`src/tlbp_pkg.sv`:
```
// shared types and constants for the two-level branch predictor
`default_nettype none
package tlbp_pkg;

    localparam int ENTRIES  = 32;
    localparam int IDX_W    = 5;
    localparam int MAX_E    = 5;
    localparam int HIST_W   = 8;
    localparam int ROW_LEN  = 256;
    localparam int ROW_W    = 2 * ROW_LEN;
    localparam int TAG_W    = 30;
    localparam int ADDR_W   = 5;

    localparam logic OP_PREDICT = 1'b0;
    localparam logic OP_UPDATE  = 1'b1;

    localparam logic [2:0] REG_INDEX_BITS    = 3'd0;
    localparam logic [2:0] REG_HISTORY_BITS  = 3'd1;
    localparam logic [2:0] REG_TAG_BITS      = 3'd2;
    localparam logic [2:0] REG_COUNTER_INIT  = 3'd3;
    localparam logic [2:0] REG_HIST_GLOBAL   = 3'd4;
    localparam logic [2:0] REG_TABLE_GLOBAL  = 3'd5;
    localparam logic [2:0] REG_SHARE_MODE    = 3'd6;

    localparam logic [1:0] SHARE_NONE = 2'd0;
    localparam logic [1:0] SHARE_LOW  = 2'd1;

    typedef struct packed {
        logic        opcode;
        logic [31:0] branch_pc;
        logic [31:0] resolved_target;
        logic        resolved_taken;
        logic [31:0] earlier_prediction;
    } in_item_t;

    typedef struct packed {
        logic        predict_taken;
        logic [31:0] predict_target;
        logic [31:0] branches_seen;
        logic [31:0] mispredicts_seen;
    } out_item_t;

    typedef struct packed {
        logic [2:0] index_bits;
        logic [3:0] history_bits;
        logic [4:0] tag_bits;
        logic [1:0] counter_init;
        logic       history_global;
        logic       table_global;
        logic [1:0] share_mode;
    } cfg_t;

    // decoded request as it waits between front and back
    typedef struct packed {
        logic              opcode;
        logic [IDX_W-1:0]  idx;
        logic [TAG_W-1:0]  tag;
        logic [HIST_W-1:0] share;
        logic [31:0]       pc4;
        logic [31:0]       target;
        logic              taken;
        logic [31:0]       pred;
    } q_item_t;

    typedef enum logic [1:0] {
        ST_IDLE = 2'b01,
        ST_EXEC = 2'b10
    } back_state_t;

endpackage
`default_nettype wire

```
`src/tlbp_front.sv`:
```
// front end: accepts requests and decodes index, tag and share bits
`default_nettype none
module tlbp_front (
    input  wire tlbp_pkg::cfg_t     cfg,
    input  wire logic               in_valid,
    output logic                    in_stall,
    input  wire tlbp_pkg::in_item_t in_data,
    input  wire logic               q_full,
    output logic                    push,
    output tlbp_pkg::q_item_t       push_data
);

    logic [2:0]                  eff_e;
    logic [tlbp_pkg::IDX_W-1:0]  idx_mask;
    logic [31:0]                 shifted;
    logic [tlbp_pkg::TAG_W-1:0]  tag_mask;
    logic [31:0]                 pc;

    assign in_stall = q_full;
    assign push     = in_valid && !q_full;
    assign pc       = in_data.branch_pc;

    // index width saturates at the table size
    always_comb
    begin
        eff_e    = (cfg.index_bits > 3'(tlbp_pkg::MAX_E)) ? 3'(tlbp_pkg::MAX_E)
                                                           : cfg.index_bits;
        idx_mask = tlbp_pkg::IDX_W'((6'd1 << eff_e) - 6'd1);
        shifted  = pc >> (eff_e + 3'd2);
        for (int i = 0; i < tlbp_pkg::TAG_W; i++)
        begin
            tag_mask[i] = (5'(i) < cfg.tag_bits);
        end
    end

    // decoded request
    always_comb
    begin
        push_data.opcode = in_data.opcode;
        push_data.idx    = pc[tlbp_pkg::IDX_W+1:2] & idx_mask;
        push_data.tag    = shifted[tlbp_pkg::TAG_W-1:0] & tag_mask;
        case (cfg.share_mode)
            tlbp_pkg::SHARE_NONE: push_data.share = '0;
            tlbp_pkg::SHARE_LOW:  push_data.share = pc[tlbp_pkg::HIST_W+1:2];
            default:              push_data.share = pc[tlbp_pkg::HIST_W+15:16];
        endcase
        push_data.pc4    = pc + 32'd4;
        push_data.target = in_data.resolved_target;
        push_data.taken  = in_data.resolved_taken;
        push_data.pred   = in_data.earlier_prediction;
    end

endmodule
`default_nettype wire

```
`config.mk`:
```
export PLATFORM = sky130hd
export DESIGN_NAME = tlbp_front
export DESIGN_NICKNAME = d
export VERILOG_FILES = /design/src/tlbp_pkg.sv /design/src/tlbp_front.sv
export SDC_FILE = /design/constraint.sdc
export NUM_CORES = 1
export LEC_CHECK = 0
export BUFFER_PORTS_ARGS = -buffer_cell sky130_fd_sc_hd__buf_2
export CAP_MARGIN = 20
export CORE_AREA = 2 2 101 103
export DETAILED_ROUTE_END_ITERATION = 8
export DIE_AREA = 0 0 103 105
export PLACE_DENSITY = 0.76
export SLEW_MARGIN = 15
export SYNTH_ARGS = -nofsm -noshare
export SYNTH_HDL_FRONTEND = slang
export SYNTH_SLANG_ARGS = --single-unit
```
`constraint.sdc`:
```
create_clock -name vclk -period 2.96
set_input_delay 0.296 -clock vclk [all_inputs]
set_output_delay 0.296 -clock vclk [all_outputs]
set_load 0.005 [all_outputs]
```
==> run metrics, run 1 <==
final-stage net count=538; number of hold-repair buffers added at the cts stage=0; number of I/O port buffers=117; number of remaining DRC errors=0; synth unique cells=44; endpoint class of the critical path=output pin; worst path arrival time=around 2200 ps; worst-path maximum fanout=28; Register Area=0 um2; FILL cells=1090; wire length of the first global-routing pass=16000 um; number of maximum-capacitance violations=0; routed wire length=10900 um; Startpoint Class=input port; net count after synthesis=525; post_cts resized=0; sequential fraction of the synthesis area=0%; internal power component=between 0.15 and 0.2 mW; Switching Fraction=about 57%; initial detailed-routing violation count=333; GR Util All Layers=18.8%; period utilization=between 80% and 90%; Ports=261; Final Max Slew Viols=0; area after detailed placement=approximately 2900 um2; maximum clock rate=slightly below 400 MHz; number of warning messages in the yosys log=0; path type of the worst setup path=input port to output pin; area growth from synthesis to final layout=1.56%; required time of the worst setup path=2660 ps; number of sequential cells=0; Fin. Hold Viols=0; number of antenna violations at the first check in global routing=0; final global-route overflow total=0; cell area after technology mapping=2890 um2; most common cell after layout, fill and taps aside=sky130_fd_sc_hd__buf_2; result of the run=complete, no violations; Sequential Power Share=0%; largest net degree at the start of global routing=35; switching power=0.250 mW; Avg Synthesized Cell Area=7.13 um2; unrepaired setup endpoints after global routing=no; starting density of the core=29.9%; most frequent cells in the layout=sky130_fd_sc_hd__buf_2, sky130_fd_sc_hd__nand2_1, sky130_fd_sc_hd__nor2_1; power density cells=approximately 150 nW/um2; total setup buffers inserted after CTS=0; Die X-Extent=103 um; floorplan die area=10800 um2; transition time of the tightest slew-check pin=728 ps; final critical-path required period=about 2500 ps; Sum Neg Setup Slack=0 ps; routed wire length per instance=between 15 and 20 um; clock network fraction of total power=0%; ratio of routed vias to standard cells=5.52; HPWL Detailed=about 8500 um; total number of placement rows=36; Core ar.=between 9000 and 10000 um2; share of layout cells above drive strength 1=34.9%; cell count after synthesis=405; vias after detailed routing=3029; clock tree buffer count of the final layout=0; antenna cells=0; GPL Wtd Cong=0.838; type of the tightest min-delay check=input port to output pin; final instance area=2930 um2; die height=105 um; P_leak=1.34 nW; remaining number of nets flagged by the antenna check after routing=0; number of global-route vias before repair=2861; remaining max-slew budget at the tightest pin=51.5%; Worst VDD drop=0.0501 mV; relative contribution of combinational cells to total power=100.0%; 1st-pass router iterations=5; number of setup violations in the final report=0
[cells by family after synthesis]
kind of cell               after synthesis  share of synthesized area [%]
and+or+nand+nor                        149                           25.3
buffers and inverters                  121                           27.5
AOI/OAI and AO/OA                       62                           15.2
muxes                                   42                           22.4
xor gates and xnor gates                29                           8.80
adders and majority gates                2                          0.867
[routing by layer]
layer,vias to the layer above,GRT usage [%],wire [um]
li1,1385,-,-
met1,1423,24.2,4170
met2,181,32.8,5460
met3,40,1.54,899
met4,0,5.26,341
met5,-,0,0
[area by class of cell]
cell class | count | area (um2) | area share (%)
Timing Repair Buffer | 125 | 646 | 22.0
Inverter | 7 | 26.3 | 0.896
Multi-Input combinational cell | 284 | 2090 | 71.4
Tap cell | 133 | 166 | 5.68
[metrics by stage]
| step | hold WS [ps] | utilization, % | setup WS (ps) | total power [mW] | cells |
|---|---|---|---|---|---|
| after floorplan | 619 | - | 1160 | 0.354 | 405 |
| after global placement | 592 | 30.4 | 521 | 0.427 | 549 |
| after detailed placement | 592 | 30.4 | 460 | 0.439 | 549 |
| after CTS | 592 | 30.4 | 447 | 0.441 | 549 |
| after global routing | 592 | 30.4 | 281 | 0.480 | 549 |
| final | 592 | 30.4 | 435 | 0.440 | 549 |
[cells in the mapped netlist (all sizes together)]
library cell,n,area [um2]
a31oi,3,18.8
nand3,11,55.1
and4,1,8.76
o211ai,1,7.51
ha,2,25.0
a21oi,14,81.3
and3,9,56.3
and2b,1,7.51
mux4,17,394
nor2,30,118
and2,5,31.3
nor3,6,30.0
nor2b,3,18.8
nand4,12,90.1
o2111ai,1,8.76
a221oi,9,78.8
xnor2,23,201
a221o,2,20.0
nand2,58,218
a41oi,1,8.76
mux2,1,11.3
or3,4,25.0
buf,96,698
xor2,6,52.6
a311oi,9,78.8
a211oi,1,7.51
o21ai,15,75.1
clkbuf,18,68.8
nand2b,8,50.1
nor4,1,21.3
o2111a,1,11.3
mux2i,24,240
a2111oi,4,35.0
a21o,1,7.51
inv,7,26.3
[power by group through the flow]
stage | registers (mW) | clock network [mW] | logic [mW]
after global placement | 0 | 0 | 0.427
final | 0 | 0 | 0.440
after floorplan | 0 | 0 | 0.354
after global routing | 0 | 0 | 0.480
after CTS | 0 | 0 | 0.441
after detailed placement | 0 | 0 | 0.439
[final timing paths]
path	to	start	cells after the start	slack [ps]
min	push_data[10]	in_data[10]	0	590
max	push_data[130]	cfg[15]	6	430
[worst max-delay path, stage by stage]
cell and delay (ps):
sky130_fd_sc_hd__buf_2 330, sky130_fd_sc_hd__a21oi_4 480, sky130_fd_sc_hd__mux2i_1 170, sky130_fd_sc_hd__a2111oi_0 620, sky130_fd_sc_hd__buf_4 220, sky130_fd_sc_hd__buf_2 110
(Power assumes the default switching activity.)
==> run 2: changes to the inputs <==
==> constraint.sdc (replaced) <==
create_clock -name vclk -period 2.96
set_input_delay 0.592 -clock vclk [all_inputs]
set_output_delay 0.592 -clock vclk [all_outputs]
set_load 0.005 [all_outputs]
==> run metrics, run 2 (synthesized netlist as in run 1, its figures left out) <==
number of global-route vias before repair=2977; placed instance count=558; wire length of the first global-routing pass=16300 um; Core ar.=9640 um2; number of sequential cells=0; Startpoint Class=input port; Sum Neg Setup Slack=0 ps; number of setup violations in the final report=0; number of I/O port buffers=117; Fin. Hold Viols=0; share of layout cells above drive strength 1=36.2%; die height=105 um; post_cts resized=0; period utilization=93.6%; FILL cells=1096; 1st-pass router iterations=4; endpoint class of the critical path=output pin; path type of the worst setup path=input port to output pin; floorplan die area=10800 um2; transition time of the tightest slew-check pin=~560 ps; total setup buffers inserted after CTS=0; required time of the worst setup path=between 2000 and 2500 ps; area of combinational cells with multiple inputs=2090 um2; Final Max Slew Viols=0; routed wire length=10900 um; starting density of the core=between 20 and 30%; result of the run=complete, no violations; most common cell after layout, fill and taps aside=sky130_fd_sc_hd__buf_2; antenna cells=0; final-stage net count=547; remaining max-slew budget at the tightest pin=about three fifths; number of hold-repair buffers added at the cts stage=0; Register Area=0 um2; count of cells along the worst hold path=0; GPL Wtd Cong=slightly above 0.8; total number of placement rows=36; Worst VDD drop=0.0577 mV; worst-path maximum fanout=14; power density cells=between 100 and 150 nW/um2; P_leak=~1.4 nW; clock tree buffer count of the final layout=0; count of non-filler cells in the finished layout=558; initial detailed-routing violation count=about 230; remaining number of nets flagged by the antenna check after routing=0; GR Util All Layers=between 10% and 20%; worst path arrival time=2180 ps; largest net degree at the start of global routing=52; final critical-path required period=2770 ps; routed wire length per instance=roughly 20 um; number of maximum-capacitance violations=0; number of remaining DRC errors=0; Die X-Extent=about 100 um; ratio of routed vias to standard cells=5.57; most frequent cells in the layout=sky130_fd_sc_hd__buf_2, sky130_fd_sc_hd__nand2_1, sky130_fd_sc_hd__nor2_1; type of the tightest min-delay check=input port to output pin; HPWL Detailed=8730 um; area growth from synthesis to final layout=4.77%; number of antenna violations at the first check in global routing=0; unrepaired setup endpoints after global routing=no; vias after detailed routing=3108; Ports=261; maximum clock rate=roughly 360 MHz; final global-route overflow total=0
-- run 2: cell count changes in the layout (fill, tap and decap cells not counted), sizes merged --
cell and change:
buf +9
-- run 2: power breakdown --
group | internal, mW | switching (mW)
clock | 0 | 0
sequential | 0 | 0
combinational | 0.200 | 0.253
total | 0.200 | 0.253
-- run 2: final cells by class --
type | count | area share, %
Tap cell | 133 | 5.50
Multi-Input combinational cell | 284 | 69.2
Timing Repair Buffer | 134 | 24.4
Inverter | 7 | 0.869
-- run 2: worst max-delay path, stage by stage --
cell,delay [ps]
sky130_fd_sc_hd__buf_2,230
sky130_fd_sc_hd__a21oi_4,360
sky130_fd_sc_hd__mux2i_1,150
sky130_fd_sc_hd__a2111oi_0,530
sky130_fd_sc_hd__buf_4,210
sky130_fd_sc_hd__buf_2,110
-- run 2: metal layers --
layer  global-route usage [%]  up-vias  routed length, um
met5                        0        -                  0
met4                     7.33        0                499
met3                     2.01       54                878
met2                     32.7      187               5360
met1                     23.8     1460               4150
li1                         -     1407                  -
-- run 2: worst paths after layout --
check                    from             end  slack, ps
setup / recovery      cfg[15]  push_data[130]        190
hold / removal    in_data[10]   push_data[10]       1180
-- run 2: metrics by stage --
step	total power, mW	hold slack (ps)	worst slack, ps	utilization [%]	instance area [um2]
global route	0.495	1180	50.4	31.4	3020
CTS	0.454	1180	192	31.4	3020
floorplan	0.354	1210	568	-	2890
global placement	0.440	1180	129	31.4	3020
finish	0.454	1180	188	31.4	3020
detailed placement	0.452	1180	204	31.4	3020
