<file path="src/tlbp_pkg.sv">
// shared types and constants for the two-level branch predictor
`default_nettype none
package tlbp_pkg;

    localparam int ENTRIES  = 32;
    localparam int IDX_W    = 5;
    localparam int MAX_E    = 5;
    localparam int HIST_W   = 8;
    localparam int ROW_LEN  = 256;
    localparam int ROW_W    = 2 * ROW_LEN;
    localparam int TAG_W    = 30;
    localparam int ADDR_W   = 5;

    localparam logic OP_PREDICT = 1'b0;
    localparam logic OP_UPDATE  = 1'b1;

    localparam logic [2:0] REG_INDEX_BITS    = 3'd0;
    localparam logic [2:0] REG_HISTORY_BITS  = 3'd1;
    localparam logic [2:0] REG_TAG_BITS      = 3'd2;
    localparam logic [2:0] REG_COUNTER_INIT  = 3'd3;
    localparam logic [2:0] REG_HIST_GLOBAL   = 3'd4;
    localparam logic [2:0] REG_TABLE_GLOBAL  = 3'd5;
    localparam logic [2:0] REG_SHARE_MODE    = 3'd6;

    localparam logic [1:0] SHARE_NONE = 2'd0;
    localparam logic [1:0] SHARE_LOW  = 2'd1;

    typedef struct packed {
        logic        opcode;
        logic [31:0] branch_pc;
        logic [31:0] resolved_target;
        logic        resolved_taken;
        logic [31:0] earlier_prediction;
    } in_item_t;

    typedef struct packed {
        logic        predict_taken;
        logic [31:0] predict_target;
        logic [31:0] branches_seen;
        logic [31:0] mispredicts_seen;
    } out_item_t;

    typedef struct packed {
        logic [2:0] index_bits;
        logic [3:0] history_bits;
        logic [4:0] tag_bits;
        logic [1:0] counter_init;
        logic       history_global;
        logic       table_global;
        logic [1:0] share_mode;
    } cfg_t;

    // decoded request as it waits between front and back
    typedef struct packed {
        logic              opcode;
        logic [IDX_W-1:0]  idx;
        logic [TAG_W-1:0]  tag;
        logic [HIST_W-1:0] share;
        logic [31:0]       pc4;
        logic [31:0]       target;
        logic              taken;
        logic [31:0]       pred;
    } q_item_t;

    typedef enum logic [1:0] {
        ST_IDLE = 2'b01,
        ST_EXEC = 2'b10
    } back_state_t;

endpackage
`default_nettype wire

</file>
<file path="src/tlbp_queue.sv">
// two-entry request queue between front and back
`default_nettype none
module tlbp_queue (
    input  wire logic              clk,
    input  wire logic              rst_n,
    input  wire logic              push,
    input  wire tlbp_pkg::q_item_t push_data,
    input  wire logic              pop,
    output tlbp_pkg::q_item_t      head,
    output logic                   full,
    output logic                   empty
);

    tlbp_pkg::q_item_t slot_reg [2];
    logic       wr_ptr_reg, wr_ptr_next;
    logic       rd_ptr_reg, rd_ptr_next;
    logic [1:0] count_reg,  count_next;

    assign full  = (count_reg == 2'd2);
    assign empty = (count_reg == 2'd0);
    assign head  = slot_reg[rd_ptr_reg];

    // pointer and count update
    always_comb
    begin
        wr_ptr_next = wr_ptr_reg ^ push;
        rd_ptr_next = rd_ptr_reg ^ pop;
        count_next  = count_reg + {1'b0, push} - {1'b0, pop};
    end

    always_ff @(posedge clk or negedge rst_n)
    begin
        if (!rst_n)
        begin
            wr_ptr_reg <= 1'b0;
            rd_ptr_reg <= 1'b0;
            count_reg  <= 2'd0;
        end
        else
        begin
            wr_ptr_reg <= wr_ptr_next;
            rd_ptr_reg <= rd_ptr_next;
            count_reg  <= count_next;
        end
    end

    // slot storage
    always_ff @(posedge clk)
    begin
        if (push)
        begin
            slot_reg[wr_ptr_reg] <= push_data;
        end
    end

endmodule
`default_nettype wire

</file>
<file path="config.mk">
export PLATFORM = sky130hd
export DESIGN_NAME = tlbp_queue
export DESIGN_NICKNAME = d
export VERILOG_FILES = /design/src/tlbp_pkg.sv /design/src/tlbp_queue.sv
export SDC_FILE = /design/constraint.sdc
export NUM_CORES = 1
export LEC_CHECK = 0
export BUFFER_PORTS_ARGS = -buffer_cell sky130_fd_sc_hd__buf_2
export CAP_MARGIN = 5
export CORE_UTILIZATION = 41
export CTS_CLUSTER_DIAMETER = 120
export DETAILED_ROUTE_END_ITERATION = 10
export GPL_TIMING_DRIVEN = 0
export PLACE_DENSITY_LB_ADDON = 0.25
export REMOVE_ABC_BUFFERS = 1
export SYNTH_ARGS = -nofsm -noshare
export SYNTH_HDL_FRONTEND = slang
export SYNTH_SLANG_ARGS = --single-unit
</file>
<file path="constraint.sdc">
create_clock -name clk -period 4.03 [get_ports clk]
set_input_delay 0.403 -clock clk [delete_from_list [all_inputs] [get_ports clk]]
set_output_delay 0.403 -clock clk [all_outputs]
set_load 0.005 [all_outputs]
</file>
==> results of run 1 <==
synthesized netlist by cell type, drive strengths merged:
cell type,count
xor3,1
dfrtp,4
nor2b,1
nor2,1
xor2,1
mux2,141
inv,4
buf,16
edfxtp,282
ha,4
how the worst max path moves through the flow:
stage | slack (ps) | start | end
floorplan | -1170 | rd_ptr_reg | head[0]
global placement | -2840 | rd_ptr_reg | head[13]
detailed placement | 1710 | rd_ptr_reg | head[132]
CTS | 1120 | rd_ptr_reg | head[132]
global route | 1040 | rd_ptr_reg | head[134]
finish | 1180 | rd_ptr_reg | head[138]
report_power, final:
group	total [mW]	switching, mW	internal, mW
Sequential	4.19	0.248	3.94
Clock	2.52	1.01	1.51
Combinational	2.56	1.11	1.44
Total	9.27	2.37	6.89
worst max-delay path, cell delays in order, from the launching register on:
cell and delay, ps:
dfrtp_4 970, buf_16 360, mux2_2 380, buf_2 120
timing repair:
item | in CTS | in global routing
setup buffers | 0 | 0
hold endpoints to repair | 4 | 0
hold buffers | 1 | 0
layout make-up:
| cell class | count | area share |
|---|---|---|
| multi-input combinational | 149 | 0.148 |
| clock inverter | 10 | 0.00564 |
| sequential | 286 | 0.633 |
| clock buffer | 42 | 0.0624 |
| inverter | 4 | 0.00111 |
| timing repair buffer | 294 | 0.119 |
| tap | 330 | 0.0305 |
cell families (layout without fill, tap and decap cells):
kind of cell	count (synthesis)	after routing	synth area share
flip-flops	286	286	0.800
AND/OR/NAND/NOR	2	2	0.000935
buffers and inverters	20	350	0.0147
multiplexers	141	141	0.176
adder cells (fa/ha/maj)	4	4	0.00467
XOR/XNOR	2	2	0.00304
routing by layer:
layer,track usage,vias to the layer above
met5,0,-
met3,0.0515,34
met2,0.233,208
met1,0.164,2528
met4,0.0370,2
li1,-,2432
==> impl_results.md, run 1 <==
* CP Capture Type: primary output
* DR iter-0 viols at around 270
* Critical path class: flip-flop to primary output
* Max clock buf depth at 3
* NumNets Final at around 910
* Post-DP HPWL at between 10000 and 15000 um
* Final min period at 2850 ps
* Commonest cells after routing, fill and taps aside: 287 x buf_2, 282 x edfxtp_1, 80 x mux2_4
* Final wirelength at 19100 um
* Global-route wire length before repair at roughly 29000 um
* Clk_lat worst skew at 530 ps
* Slew Limit Fails at 0
* Slew margin rel. at 0.456
* Storage cell area at roughly 8600 sq um
* Number of sinks on the clock net at 286
* TritonRoute pass-1 iters at 4
* Core Util, Final at 0.533
* Post-route insts no fill at about 1100
* Clock Skew at between 20 and 25 ps
* Top post-synthesis cells by area: edfxtp_1 79%, mux2_4 11%, mux2_2 6.4%
* Pre-CTS setup slack at between 1500 and 2000 ps
* Total power at between 9 and 10 mW
* Worst Hold End: slot_reg[1][33]
* Status: finished, final reports clean
* Flops & latches, synth at roughly 290
* Residual DRC at 0
* Final Hold Fails at 0
* Ratio of cells with drive above 1 in the final layout at 0.610
* Mapped Avg Cell Area at 23.5 sq um
* Top sig layer: met5
* Startpoint types: flip-flop
* Register area share after synthesis at 0.800
* Yosys top cell area share at 0.791
* Area of the multi-input gates at around 2000 sq um
* Initial antenna violation count at 1
* Metal2 WL at 9390 um
* Fin crit share at 0.708
* PD cells at roughly 680 nW/um^2
* Max FFs per register at ~280
* Post-DRT Antenna Nets at 0
* Overall routing resource usage at 0.138
* HP Class: primary input to flip-flop
* Final Instance Area at between 10000 and 15000 sq um
* TritonCTS clock tree: yes
* Finish-stage setup viols at 0
* Smallest hold slack at between 50 and 60 ps
* Die Width at 164 um
* Worst hold start: push_data[33]
* Fill count at between 2000 and 2500
* Leak at roughly 5.3 nW
* Min-Delay Path Depth at 1
* Die area at about 27000 sq um
* Max Cap Viol at 0
* Critical path fanouts, max at 54
* Worst slew pin tran at around 800 ps
* RR Endpoint: slot_reg[0][121]
* Detailed-routing wirelength on met1 at about 7300 um
* Vias in the first global route at around 5400
* Warnings, synthesis at 0
* Largest net degree at the start of global routing at between 60 and 70
* Routed via count at about 5200
* Io pins at 288
* RSZ-0062 raised after global routing: no
* Worst Path Required at roughly 3600 ps
* # port buffers at roughly 290
* Metal3 WL at 1970 um
* Placed cell areas at around 13000 sq um
* Syn Inst Count at between 400 and 500
* Worst VDD drop at ~460 uV
* Root buf cell: clkbuf_16
* Rows at 58
* Reg clk slew, reported paths at around 60 ps
* CTS Buf Count at 29
* Reg2Reg Depth at 3
* H-tree levels at 1
* Post-synth top area cell: edfxtp_1
* CORE AREA at approximately 25000 sq um
* Worst EP arrival at about 2500 ps
* Mapped Area at between 10000 and 15000 sq um
* Post_cts resized at 0
* Diode count at 0
* Remaining global-route overflow at 0
* Via/cell ratio at roughly 4.7
* R2R Setup Slk at between 2000 and 2500 ps
* Placed Cells at 1062
* Final GP Congestion at roughly 0.69
* Netlist cell types at 12
* Routed len/inst at ~17 um
* Initial Util at 0.422
* Chip Height at 164 um
* Post-Route Setup TNS at 0 ps
* Max Fclk at 350 MHz
* Commonest non-fill, non-tap cell in the layout: buf_2
* RR Startpoint: wr_ptr_reg
* Post-route setup slack at ~1200 ps
* Area growth, synth to finish at 26.4%
(Power assumes the default switching activity.)
==> run 2: changes to the inputs <==
==> constraint.sdc (replaced) <==
create_clock -name clk -period 2.84 [get_ports clk]
set_input_delay 0.284 -clock clk [delete_from_list [all_inputs] [get_ports clk]]
set_output_delay 0.284 -clock clk [all_outputs]
set_load 0.005 [all_outputs]
==> run 2 against run 1 <==
  * Clock power is 42% higher
  * Register-to-register slack lost 1200 ps
  * Combinational power grew 54%
  * Via count grew 11%
  * Sequential power increased by 40%
  * Highest routed layer is now met4
  * Clock skew rose by 1.6 ps
  * Sequential share of layout area decreased by 6.1 points
  * Setup slack got worse by 800 ps
  * Critical endpoint is now head[29]
  * Wire length rose by 10%
  * First-iteration DRC count decreased by 5.9%
==> impl_results.md, run 2 (synthesized netlist as in run 1, its figures left out) <==
* RSZ-0062 raised after global routing: no
* Final wirelength at 21100 um (+10%)
* Final Instance Area at 15000 sq um (+11%)
* Via/cell ratio at 4.61 (-1.3%)
* Reg2Reg Depth at 3 (unchanged)
* Rows at 58 (unchanged)
* Ratio of cells with drive above 1 in the final layout at 0.517 (-0.0929)
* Finish-stage setup viols at 0 (unchanged)
* Status: finished, final reports clean
* Worst EP arrival at 2180 ps (-270 ps)
* Critical path fanouts, max at 54 (unchanged)
* HP Class: primary input to async pin
* NumNets Final at 1056 (+16%)
* RR Endpoint: slot_reg[0][121]
* Critical path class: flip-flop to primary output
* TritonRoute pass-1 iters at 4 (unchanged)
* Residual DRC at 0 (unchanged)
* Metal3 WL at 1750 um (-11%)
* Overall routing resource usage at 0.150 (+0.0127)
* Routed via count at 5798 (+11%)
* Max FFs per register at 282 (unchanged)
* PD cells at 894 nW/um^2 (+31%)
* H-tree levels at 1 (unchanged)
* Number of sinks on the clock net at 286 (unchanged)
* Placed cell areas at 12600 sq um (unchanged)
* Area of the multi-input gates at 2010 sq um (unchanged)
* NetSw at 3.45 mW (+45%)
* CP Cell Sequence: buf_16 > mux2_2 > buf_2
* Combinational share of power at 0.293 (+0.017)
* TritonCTS clock tree: yes
* Max Fclk at ~410 MHz
* Post_cts resized at 0 (unchanged)
* Reg clk slew, reported paths at 60 ps (about the same)
* Diode count at 0 (unchanged)
* Clock Skew at 25.0 ps (+1.57 ps)
* Commonest cells after routing, fill and taps aside: 287 x buf_2, 282 x edfxtp_1, 143 x dlygate4sd3_1
* RR Startpoint: wr_ptr_reg
* Seq pwr share at 0.439 (-0.013)
* Clk_lat worst skew at 530 ps (about the same)
* Clock power frac at 0.267 (-0.005)
* Slew margin rel. at 0.697 (+0.241)
* CTS Buf Count at 29 (unchanged)
* DR iter-0 viols at 253 (-5.9%)
* Detailed-routing wirelength on met1 at 8200 um (+12%)
* Commonest non-fill, non-tap cell in the layout: buf_2
* Final Hold Fails at 0 (unchanged)
* Routed len/inst at 16.7 um (-2.5%)
* Fill count at 1919 (-6.8%)
* Leak at 5.93 nW (+11%)
* Cell family with most CP delay: flip-flops
* Initial Util at 0.422 (unchanged)
* Core Util, Final at 0.590 (+0.0567)
* Remaining global-route overflow at 0 (unchanged)
* Total power at 13.4 mW (+44%)
* Die Width at 164 um (unchanged)
* Post-DRT Antenna Nets at 0 (unchanged)
* Top sig layer: met4
* Area growth, synth to finish at 39.9%
* Die area at 26800 sq um (unchanged)
* Max Cap Viol at 0 (unchanged)
* Switching Share at 0.258 (+0.00171)
* Global-route wire length before repair at 31300 um (+9.5%)
* Root buf cell: clkbuf_16
* Vias in the first global route at 6143 (+13%)
* Worst VDD drop at 662 uV (+43%)
* Slew Limit Fails at 0 (unchanged)
* Startpoint types: flip-flop
* Crit-path slowest cell: dfrtp_4
* CORE AREA at 25400 sq um (unchanged)
* Storage cell area at 8570 sq um (unchanged)
* Worst slew pin tran at 454 ps (-361 ps)
* Pint at 9.93 mW (+44%)
* Final GP Congestion at 0.690 (unchanged)
* Largest net degree at the start of global routing at 68 (unchanged)
* Chip Height at 164 um (unchanged)
* Initial antenna violation count at 0 (-1)
* Fin crit share at 0.867
* Post-DP HPWL at 12700 um (unchanged)
* Final min period at roughly 2500 ps
* Max incr delay on CP at 720 ps (-250 ps)
* # port buffers at 287 (unchanged)
* CP Capture Type: primary output
* Max clock buf depth at 3 (unchanged)
* Metal2 WL at 10400 um (+11%)
* R2R Setup Slk at 1170 ps (-1210 ps)
* Io pins at 288 (unchanged)
* CP bufs+invs at 2 (unchanged)
* Worst Path Required at 2560 ps (-1070 ps)
==> run 2: cell types whose count changed in the layout (fill, tap and decap cells not counted), sizes merged <==
cell | previous run | this run
buf | 293 | 294
dlygate4sd3 | 1 | 143
==> run 2: worst max-delay path by stage <==
stage | to | depth (start not counted) | start | slack (ps)
CTS | head[132] | 3 | rd_ptr_reg | 50
detailed placement | head[132] | 3 | rd_ptr_reg | 640
floorplan | head[0] | 1 | rd_ptr_reg | -2250
global route | head[134] | 3 | rd_ptr_reg | 290
global placement | head[13] | 2 | rd_ptr_reg | -3910
finish | head[29] | 3 | rd_ptr_reg | 380
==> run 2: cell type report <==
| type | count | share of cell area |
|---|---|---|
| Multi-Input combinational cell | 149 | 0.134 |
| Tap cell | 330 | 0.0276 |
| Inverter | 4 | 0.00100 |
| Timing Repair Buffer | 437 | 0.204 |
| Clock inverter | 10 | 0.00510 |
| Clock buffer | 42 | 0.0564 |
| Sequential cell | 286 | 0.572 |
==> run 2: power by group through the flow <==
stage | clock, mW | sequential [mW] | combinational, mW
global placement | 0 | 6.27 | 2.65
global route | 3.83 | 5.95 | 4.24
CTS | 3.69 | 5.96 | 3.87
detailed placement | 0 | 6.05 | 3.69
finish | 3.58 | 5.88 | 3.93
floorplan | 0 | 6.18 | 1.90
==> run 2: per-layer routing <==
metal / track usage / vias to the layer above
li1: - / 2721
met1: 0.172 / 2799
met2: 0.264 / 226
met5: 0 / -
met3: 0.0485 / 52
met4: 0.0518 / 0
==> run 2: per-stage QoR <==
stage	setup slack, ps	setup TNS (ps)	hold WS, ps	instances
after CTS	53.5	0	69.8	1257
final	378	0	95.6	1258
after global routing	285	0	89.6	1258
after floorplan	-2250	-690480	-11.6	439
after global placement	-3910	-1395130	87.9	1056
after detailed placement	641	0	92.7	1062
==> run 2: repair_timing <==
item                                    4_1_cts  5_1_grt
endpoints found under the hold margin       287        0
endpoints found under the setup margin        0        8
hold buffers                                143        0
buffers inserted                              0        1
